==> config.mk <==
export PLATFORM = sky130hd
export DESIGN_NAME = bgq_div
export DESIGN_NICKNAME = d
export VERILOG_FILES = /design/src/hw/rtl/bgq_pkg.sv /design/src/hw/rtl/bgq_div.sv
export SDC_FILE = /design/constraint.sdc
export NUM_CORES = 1
export LEC_CHECK = 0
export BUFFER_PORTS_ARGS = -buffer_cell sky130_fd_sc_hd__buf_2
export CAP_MARGIN = 0
export CELL_PAD_IN_SITES_DETAIL_PLACEMENT = 1
export CELL_PAD_IN_SITES_GLOBAL_PLACEMENT = 1
export CORE_MARGIN = 1
export CORE_UTILIZATION = 23
export CTS_CLUSTER_DIAMETER = 50
export CTS_CLUSTER_SIZE = 10
export DETAILED_ROUTE_END_ITERATION = 8
export PLACE_DENSITY_LB_ADDON = 0.25
export SYNTH_ARGS = -nofsm -noshare
export SYNTH_HDL_FRONTEND = slang
export SYNTH_SLANG_ARGS = --single-unit
==> constraint.sdc <==
create_clock -name clk -period 3.5 [get_ports clk]
set_clock_uncertainty 0.2 [all_clocks]
set_input_delay 0.175 -clock clk [delete_from_list [all_inputs] [get_ports clk]]
set_output_delay 0.175 -clock clk [all_outputs]
set_load 0.03 [all_outputs]
==> src/hw/rtl/bgq_pkg.sv <==
package bgq_pkg;

	localparam int MaxBeats = 1024;
	localparam int AddrW = $clog2(MaxBeats);
	localparam int CountW = $clog2(MaxBeats + 1);

	localparam logic [1:0] CMD_CLEAR  = 2'd0;
	localparam logic [1:0] CMD_APPEND = 2'd1;
	localparam logic [1:0] CMD_QUERY  = 2'd2;

	localparam logic CFG_BEATS_PER_BAR = 1'b0;
	localparam logic CFG_INTERVAL      = 1'b1;

	localparam int QuotW = 49;
	localparam logic [17:0] PhaseMax = 18'h3FFFF;

	typedef struct packed {
		logic        go;
		logic [31:0] num_hi;
		logic [32:0] den;
	} div_req_t;

	typedef struct packed {
		logic        done;
		logic        big;
		logic [17:0] quot;
	} div_rsp_t;

endpackage

==> src/hw/rtl/bgq_div.sv <==
module bgq_div (
	input  logic              clk,
	input  logic              arst_n,
	input  bgq_pkg::div_req_t req,
	output bgq_pkg::div_rsp_t rsp
);

	logic [48:0] num_q;
	logic [32:0] rem_q;
	logic [32:0] den_q;
	logic [48:0] quot_q;
	logic [5:0]  cnt_q;
	logic        run_q;
	logic        done_q;
	logic [33:0] trial;

	assign trial = {rem_q, num_q[48]} - {1'b0, den_q};

	always_ff @(posedge clk or negedge arst_n) begin
		if (!arst_n) begin
			run_q  <= 1'b0;
			cnt_q  <= '0;
			done_q <= 1'b0;
		end else begin
			done_q <= run_q && (cnt_q == 6'd1);
			if (req.go) begin
				run_q <= 1'b1;
				cnt_q <= 6'(bgq_pkg::QuotW);
			end else if (run_q) begin
				cnt_q <= cnt_q - 6'd1;
				if (cnt_q == 6'd1) begin
					run_q <= 1'b0;
				end
			end
		end
	end

	always_ff @(posedge clk) begin
		if (req.go) begin
			num_q  <= {1'b0, req.num_hi, 16'd0};
			den_q  <= req.den;
			rem_q  <= '0;
			quot_q <= '0;
		end else if (run_q) begin
			num_q <= {num_q[47:0], 1'b0};
			if (!trial[33]) begin
				rem_q  <= trial[32:0];
				quot_q <= {quot_q[47:0], 1'b1};
			end else begin
				rem_q  <= {rem_q[31:0], num_q[48]};
				quot_q <= {quot_q[47:0], 1'b0};
			end
		end
	end

	assign rsp.done = done_q;
	assign rsp.big  = |quot_q[48:18];
	assign rsp.quot = quot_q[17:0];

endmodule

==> metrics.txt, run 1 <==
placed cell area=0.00891 mm²; Power per Cell Area=633 mW/mm²; full die area=0.0356 mm²; H-tree Lvls=4; GRT met1 Usage=16.8%; Slew @ Worst Pin=1.07 ns; RD Place Congestion=0.748; TritonCTS clock tree=done; Worst path max stage delay=0.41 ns; antenna fix cells=0; pin count of the biggest net entering global routing=71; met2 Track Usage GR=19.8%; final hold vios=0; CP Class=flip-flop to flip-flop; DP HPWL=14600 µm; share of cells above drive strength 1=19.7%; Max clock buf depth=2; Final ANT Viol Nets=0; die width=189 µm; initial antenna violation count=0; GRT busiest layer=met2; Synth area leaders=edfxtp_1 24%, dfxtp_1 21%, mux2i_1 7.0%; Critical Path Start Type=flip-flop; Synth async-reset ratio=5.13%; Buf+Inv Stages, Crit Path=2; CP dominant cell by count=o21ai_0; Ports=88; final instance area=0.0102 mm²; Synth top cells by count=100 x nor2_1, 83 x dfxtp_1, 65 x edfxtp_1, 65 x nand2_1, 56 x mux2i_1; global-route wire length before repair=35000 µm; post-CTS repair timing setup buffer count=0; status=finished clean; Hold Path Class=input pin to flip-flop; Wirelength per Cell=15.1 µm; routed wire length=21300 µm; crit-path max FO=27; clk_lat worst skew=0.45 ns; Max-slew headroom=28.4%; mapped cell area=0.00803 mm²; Avg Inst Size Synth=10.1 µm²; Port Buffer Count=87; CTS buffer count=17; First-pass DRT Iterations=4; Synth Net Count=900; Final min period=3.20 ns; static leakage=4.54 nW; Worst-path clk slew=0.07 ns; share of the synthesized area in the top cell type=24.3%; Vias per Instance=4.41; GRT overflow=0; unrepaired setup endpoints after global routing=false; Mapped Cells=796; yosys warns=0; number of remaining DRC errors=0; Arrival @ worst endpoint=3.27 ns; Slew Viols, Final=0; CP max-delay cell=ha_1; Fillers=3928; M3 GR Usage=2.83%; clock sink count=156; Max VDD drop=0.356 mV; Synth area leader=edfxtp_1; Setup TNS=0 ns; Cell Rows=68; Max Clock Freq=312 MHz; final period utilization=91.5%; vias in the first global route=6480; Core Region=0.0345 mm²; overall fraction of global-route tracks in use=12.5%; Area Overhead vs Synth=27.1%; DR vias=6200; final count of negative-setup-slack endpoints=0; height of the die=189 µm; worst endpoint required time=3.57 ns; cell with the most instances after synthesis=nor2_1; nets=1042; number of synthesized flops with an enable pin=65; register area share after synthesis=47.5%; Cell variety after synth=64; clk root buf=clkbuf_16; Top Family by Delay on Critical Path=compound AO/OA/AOI/OAI gates; Seq cells post-synth=156; Critical Path End Type=flip-flop; crit-path cells=inv_1 > ha_1 > nand2_1 > o21ai_0 > or3_1 > o21ai_0 > o31ai_4 > xor2_4 > buf_12 > mux2i_1 > a211oi_1; initial core utilization=23.3%; Initial DRC Count=265; Main synth FF type=dfxtp_1; max-cap violations=0
## path summary, 6_finish.rpt
kind                            slack (ns)              startpoint  depth (start not counted)                      to
worst max-delay path                  0.30     den_q[19]$_DFFE_PP_                         11  rem_q[14]$_SDFFE_PP0P_
worst min-delay path                  0.23                  req[4]                          2      den_q[4]$_DFFE_PP_
worst max register to register        0.30     den_q[19]$_DFFE_PP_                         11  rem_q[14]$_SDFFE_PP0P_
worst min register to register        0.29  quot_q[0]$_SDFFE_PP0P_                          2  quot_q[0]$_SDFFE_PP0P_
max in group asynchronous             2.24                  arst_n                          3         run_q$_DFF_PN0_
min in group asynchronous             0.54                  arst_n                          3    cnt_q[1]$_DFFE_PN0P_
## report_power, final
| part | internal (mW) | switching (mW) |
|---|---|---|
| Combinational | 0.969 | 1.25 |
| Clock | 1.03 | 0.890 |
| Sequential | 2.14 | 0.175 |
## final cells by class
type                            instances  area [µm²]  share of cell area [%]
Sequential cell                       156        3820                    37.4
Tap cell                              455         569                    5.58
Inverter                               47         176                    1.73
Multi-Input combinational cell        537        3740                    36.6
Clock inverter                         12         110                    1.08
Timing Repair Buffer                  179        1310                    12.9
Clock buffer                           20         479                    4.70
## metrics by stage
stage / cells / utilization (%) / power, mW / setup slack, ns / hold WS [ns]
floorplan: 796 / - / 3.92 / 0.641 / -0.321
global placement: 1306 / 25.9 / 4.51 / 0.209 / -0.167
detailed placement: 1306 / 25.9 / 4.52 / 0.103 / -0.163
CTS: 1406 / 29.6 / 6.56 / 0.0596 / 0.205
global route: 1406 / 29.6 / 6.92 / 0.00654 / 0.221
finish: 1406 / 29.6 / 6.45 / 0.297 / 0.233
## worst reg2reg max path: stages (launching register included)
cell	delay [ns]
edfxtp_1	0.32
inv_1	0.05
ha_1	0.41
nand2_1	0.17
o21ai_0	0.28
or3_1	0.16
o21ai_0	0.22
o31ai_4	0.39
xor2_4	0.28
buf_12	0.23
mux2i_1	0.24
a211oi_1	0.09
## state kept, by name, summed over array words and instances, names as in the netlist
| name | cells |
|---|---|
| cnt_q | 6 |
| rem_q | 33 |
| quot_q | 49 |
| run_q | 1 |
| num_q | 33 |
| den_q | 33 |
| done_q | 1 |
## kinds of logic after synthesis
logic type               after synthesis  synth area share, %
AO/OA/AOI/OAI                        141                 12.4
XOR/XNOR                              27                 3.18
adder cells (fa/ha/maj)               36                 5.71
buffers and inverters                103                 6.11
flip-flops                           156                 47.5
multiplexers                          87                 11.3
AND/OR/NAND/NOR                      246                 13.8
## placed cells by master (no fill, tap or decap), types with 3 or more instances in the layout
master	n
a21o_1	13
xor2_1	10
o21ai_0	25
nor2b_1	4
o21ai_1	3
or3_1	8
dlygate4sd3_1	68
a31oi_1	3
dfxtp_1	83
nand2b_1	5
edfxtp_1	65
dfrtp_1	7
a211oi_1	14
inv_6	7
o211ai_1	12
xnor2_1	15
a311oi_1	10
ha_1	35
nand2_1	65
nor2_1	100
buf_4	24
mux2_2	31
a21oi_1	28
nand3_1	16
mux2i_1	56
nor3_1	12
buf_2	86
clkbuf_16	19
inv_8	3
nor4_1	14
inv_1	47
o41ai_1	3
nand4_1	10
o31ai_1	3
## per-layer routing
layer / vias to the layer above / wire length, µm
met4: 0 / 326
met5: - / 0
met3: 19 / 613
met2: 87 / 9630
li1: 3121 / -
met1: 2973 / 10700
## what timing repair did
| item | CTS | global route |
|---|---|---|
| endpoints found under the setup margin | 0 | 15 |
| resized for setup | 0 | 2 |
| hold buffers | 68 | 0 |
| hold endpoints to repair | 85 | 0 |
(Power assumes the default switching activity.)
==> run 2: changes to the inputs <==
--- a/config.mk
+++ b/config.mk
@@ -7,3 +7,2 @@
 export LEC_CHECK = 0
-export BUFFER_PORTS_ARGS = -buffer_cell sky130_fd_sc_hd__buf_2
 export CAP_MARGIN = 0
@@ -14,4 +13,4 @@
 export CTS_CLUSTER_DIAMETER = 50
-export CTS_CLUSTER_SIZE = 10
 export DETAILED_ROUTE_END_ITERATION = 8
+export DONT_BUFFER_PORTS = 1
 export PLACE_DENSITY_LB_ADDON = 0.25
==> constraint.sdc (replaced) <==
create_clock -name clk -period 3.5 [get_ports clk]
set_clock_uncertainty 0.2 [all_clocks]
set_input_delay 0.7 -clock clk [delete_from_list [all_inputs] [get_ports clk]]
set_output_delay 0.7 -clock clk [all_outputs]
set_load 0.03 [all_outputs]
==> metrics.txt, run 2 (synthesis results as in run 1) <==
status=finished clean; Worst-path clk slew=0.07 ns; worst endpoint required time=3.66 ns; Max Clock Freq=306 MHz; Wirelength per Cell=16.1 µm; clk root buf=clkbuf_16; Port Buffer Count=0; clock sink count=156; worst reg2reg path depth=11; CP max-delay cell=ha_1; Max clock buf depth=2; height of the die=189 µm; Final ANT Viol Nets=0; H-tree Lvls=4; Final min period=3.27 ns; clock share of power=31.2%; Setup TNS=0 ns; Critical Path End Type=flip-flop; switching power=2.24 mW; Max-slew headroom=47.0%; CTS buffer count=17; share of cells above drive strength 1=12.1%; Worst path max stage delay=0.40 ns; Critical Path Start Type=flip-flop; Arrival @ worst endpoint=3.42 ns; Power per Cell Area=702 mW/mm²; Net Sw Frac=35.1%; max-cap violations=0; Comb power frac=32.2%; unrepaired setup endpoints after global routing=false; FF-to-FF Start=den_q[16]$_DFFE_PP_; max reg flops=49; commonest non-fill, non-tap cells in the layout=100 x nor2_1, 83 x dfxtp_1, 65 x nand2_1, 65 x edfxtp_1, 56 x mux2i_1; static leakage=3.87 nW; Ports=88; Slew Viols, Final=0; crit-path cells=inv_1 > ha_1 > a21oi_1 > o21ai_0 > or3_1 > a211oi_4 > o31ai_4 > xnor2_1 > buf_4 > or3_1 > a311oi_1; Biggest register=quot_q; Worst Hold Launch=req[18]; First-pass DRT Iterations=4; Hold WS=0.143 ns; final period utilization=93.3%; Hold Path Class=input pin to flip-flop; Top Family by Delay on Critical Path=compound AO/OA/AOI/OAI gates; Buf+Inv Stages, Crit Path=2; worst reg2reg setup slack=0.23 ns; Core Region=0.0345 mm²; final count of negative-setup-slack endpoints=0; Area Overhead vs Synth=13.3%; routed wire length=20100 µm; final hold vios=0; CP dominant cell by count=or3_1; Vias per Instance=4.50; Initial DRC Count=271; CP Class=flip-flop to flip-flop; number of remaining DRC errors=0; full die area=0.0356 mm²; GRT overflow=0; crit-path max FO=10; Tot Pwr=6.39 mW; Cell Rows=68; RD Place Congestion=0.741; Worst Hold Depth=0; internal power=4.14 mW; DP HPWL=13700 µm; DR vias=5628; worst hold endpoint=den_q[18]$_DFFE_PP_; clk_lat worst skew=0.45 ns; global-route wire length before repair=32600 µm; TritonCTS clock tree=done; vias in the first global route=5778; most common cell after layout, fill and taps aside=nor2_1; pin count of the biggest net entering global routing=145; Max VDD drop=0.340 mV; nets=884; initial antenna violation count=5; Slew @ Worst Pin=0.794 ns; overall fraction of global-route tracks in use=11.8%; initial core utilization=23.3%; die width=189 µm; Worst R2R End=rem_q[31]$_SDFFE_PP0P_; sequential power share=36.5%
## run 2: cell type report
cell class | instances | area, µm²
Multi-Input combinational cell | 537 | 3730
Tap cell | 455 | 569
Sequential cell | 156 | 3820
Clock inverter | 14 | 175
Antenna cell | 2 | 5.00
Clock buffer | 18 | 450
Inverter | 47 | 176
Fill cell | 3914 | 25400
Timing Repair Buffer | 21 | 173
## run 2: timing repair
item,4_1_cts,5_1_grt
hold buffers,1,0
gates resized for setup,0,1
endpoints found under the setup margin,0,1
setup buffers,0,0
endpoints found under the hold margin,8,0
## run 2: worst max-delay path by stage
stage	from	to	slack [ns]	cells past startpoint
after floorplan	den_q[22]$_DFFE_PP_	rem_q[18]$_SDFFE_PP0P_	0.64	11
after global placement	den_q[5]$_DFFE_PP_	rem_q[30]$_SDFFE_PP0P_	0.33	11
after detailed placement	den_q[16]$_DFFE_PP_	rem_q[31]$_SDFFE_PP0P_	0.17	11
after CTS	den_q[16]$_DFFE_PP_	rem_q[31]$_SDFFE_PP0P_	0.15	11
after global routing	den_q[16]$_DFFE_PP_	rem_q[18]$_SDFFE_PP0P_	0.07	11
final	den_q[16]$_DFFE_PP_	rem_q[31]$_SDFFE_PP0P_	0.23	11
## run 2: layer usage
| metal | GRT usage, % | up-vias | share of wire (%) |
|---|---|---|---|
| met1 | 16.1 | 2703 | 50 |
| met3 | 3.30 | 21 | 4.0 |
| met5 | 0 | - | 0.20 |
| met4 | 4.56 | 6 | 1.6 |
| met2 | 17.7 | 82 | 44 |
| li1 | - | 2816 | - |
## run 2: power by group through the flow
stage / combinational, mW / clock [mW] / sequential, mW
after global routing: 2.32 / 2.16 / 2.37
after CTS: 2.08 / 2.10 / 2.34
after detailed placement: 2.06 / 0 / 2.38
after floorplan: 1.62 / 0 / 2.30
final: 2.06 / 2.00 / 2.33
after global placement: 2.06 / 0 / 2.37
## run 2: per-stage QoR
stage	util [%]	setup slack, ns	cells	area (µm²)
3_3_place_gp	24.5	0.332	1215	8450
3_5_place_dp	24.5	0.174	1215	8450
2_1_floorplan	-	0.641	796	8030
6_report	26.4	0.234	1250	9090
4_1_cts	26.4	0.146	1248	9080
5_1_grt	26.4	0.0710	1248	9090
## run 2: worst reg2reg max path: stages, from the launching register on
cell	delay, ns
edfxtp_1	0.32
inv_1	0.04
ha_1	0.40
a21oi_1	0.23
o21ai_0	0.17
or3_1	0.38
a211oi_4	0.31
o31ai_4	0.15
xnor2_1	0.19
buf_4	0.18
or3_1	0.37
a311oi_1	0.24
==> run 3: changes to the inputs <==
clock period = 2.8 ns   (was 3.5 ns; I/O delays follow)
==> metrics.txt, run 3 (synthesis results as in run 1) <==
full die area=0.0356 mm²; final hold vios=0; CTS buffer count=17; initial core utilization=23.3%; Max-slew headroom=44.8%; CP max-delay cell=edfxtp_1; CP Class=flip-flop to flip-flop; CP dominant cell by count=buf_6; Worst R2R End=rem_q[18]$_SDFFE_PP0P_; share of cells above drive strength 1=34.2%; status=finished with violations; Fillers=3874; Setup TNS=-5.67 ns; FF-to-FF Start=den_q[30]$_DFFE_PP_; H-tree Lvls=4; crit-path max FO=4; Worst Hold Launch=req[65]; Worst path max stage delay=0.37 ns; TritonCTS clock tree=done; Slew Viols, Final=0; commonest non-fill, non-tap cells in the layout=150 x buf_4, 100 x nor2_1, 83 x dfxtp_1, 65 x edfxtp_1; Ports=88; final count of negative-setup-slack endpoints=34; Initial DRC Count=221; most common cell after layout, fill and taps aside=buf_4; Worst Hold Depth=0; Power per Cell Area=910 mW/mm²; Area Overhead vs Synth=41.4%; max-cap violations=0; antenna fix cells=0; Final min period=3.08 ns; final std cells w/o fill=1437; overall fraction of global-route tracks in use=13.1%; RD Place Congestion=0.755; worst reg2reg setup slack=-0.28 ns; clk root buf=clkbuf_16; global-route wire length before repair=36700 µm; Wirelength per Cell=16.0 µm; clk_lat worst skew=0.45 ns; Final ANT Viol Nets=0; static leakage=4.95 nW; number of remaining DRC errors=0; Critical Path End Type=flip-flop; clock sink count=156; Max VDD drop=0.480 mV; nets=1073; height of the die=189 µm; Biggest register=quot_q; failing checks=negative setup slack; Critical Path Start Type=flip-flop; die width=189 µm; Port Buffer Count=0; Vias per Instance=4.42; vias in the first global route=6835; DP HPWL=14900 µm; Top Family by Delay on Critical Path=compound AO/OA/AOI/OAI gates; final period utilization=110%; Final WS setup=-0.284 ns; worst reg2reg path depth=12; unrepaired setup endpoints after global routing=true; routed wire length=22900 µm; worst hold endpoint=den_q[21]$_DFFE_PP_; Max clock buf depth=2; worst endpoint required time=2.95 ns; Max Clock Freq=324 MHz; Hold Path Class=input pin to flip-flop; First-pass DRT Iterations=6; DR vias=6356; Cell Rows=68; Placed Instances=1340; pin count of the biggest net entering global routing=145; initial antenna violation count=2; GRT overflow=0; Buf+Inv Stages, Crit Path=4; Worst-path clk slew=0.08 ns; crit-path cells=inv_1 > ha_1 > a211oi_2 > o21ai_0 > a221oi_1 > buf_4 > o31ai_4 > buf_6 > xnor2_4 > buf_6 > a2111o_1 > a311oi_1; Arrival @ worst endpoint=3.23 ns; max reg flops=49; Slew @ Worst Pin=0.825 ns; Core Region=0.0345 mm²
[run 3: repair_timing]
action,in CTS,in global routing
pin swaps,42,35
hold endpoints to repair,47,10
hold buffers,34,2
gates resized for setup,83,52
setup endpoints to repair,35,34
buffers inserted,19,10
cloned,4,1
[run 3: per-layer routing]
layer,track usage [%],up-vias,wire (µm)
met2,21.7,80,10800
met4,3.35,4,245
met3,3.17,17,799
li1,-,3176,-
met1,17.1,3079,11100
met5,0,-,31
[run 3: how the worst max path moves through the flow]
stage / to / start / cells after the start / slack, ns
after floorplan: rem_q[18]$_SDFFE_PP0P_ / den_q[16]$_DFFE_PP_ / 12 / -0.03
after global placement: rem_q[17]$_SDFFE_PP0P_ / den_q[24]$_DFFE_PP_ / 12 / -0.57
after detailed placement: rem_q[15]$_SDFFE_PP0P_ / den_q[18]$_DFFE_PP_ / 12 / -0.59
after CTS: rem_q[18]$_SDFFE_PP0P_ / den_q[24]$_DFFE_PP_ / 12 / -0.25
after global routing: rem_q[3]$_SDFFE_PP0P_ / den_q[1]$_DFFE_PP_ / 13 / -0.42
final: rem_q[18]$_SDFFE_PP0P_ / den_q[30]$_DFFE_PP_ / 12 / -0.28
[run 3: area by class of cell]
class                           count  area [µm²]  share of cell area, %
Tap cell                          455         569                   5.02
Clock inverter                     15         169                   1.49
Inverter                           47         176                   1.56
Timing Repair Buffer              210        1880                   16.6
Sequential cell                   156        3820                   33.6
Multi-Input combinational cell    537        4310                   38.0
Clock buffer                       17         425                   3.75
[run 3: power by group]
part	total, mW	internal [mW]	switching (mW)
sequential	2.91	2.68	0.231
combinational	5.05	2.75	2.30
clock	2.37	1.20	1.17
total	10.3	6.63	3.70
[run 3: metrics by stage]
stage                     setup WS (ns)  total power [mW]  cell area, µm²  utilization, %  hold WS (ns)
final                            -0.284              10.3           11300            32.9        0.0391
after global routing             -0.424              11.0           11300            32.9       0.00659
after CTS                        -0.248              10.0           11000            32.0       -0.0286
after detailed placement         -0.592              6.51            9440            27.4        0.0647
after global placement           -0.572              6.48            9440            27.4        0.0646
after floorplan                 -0.0335              4.96            8080               -        0.0644
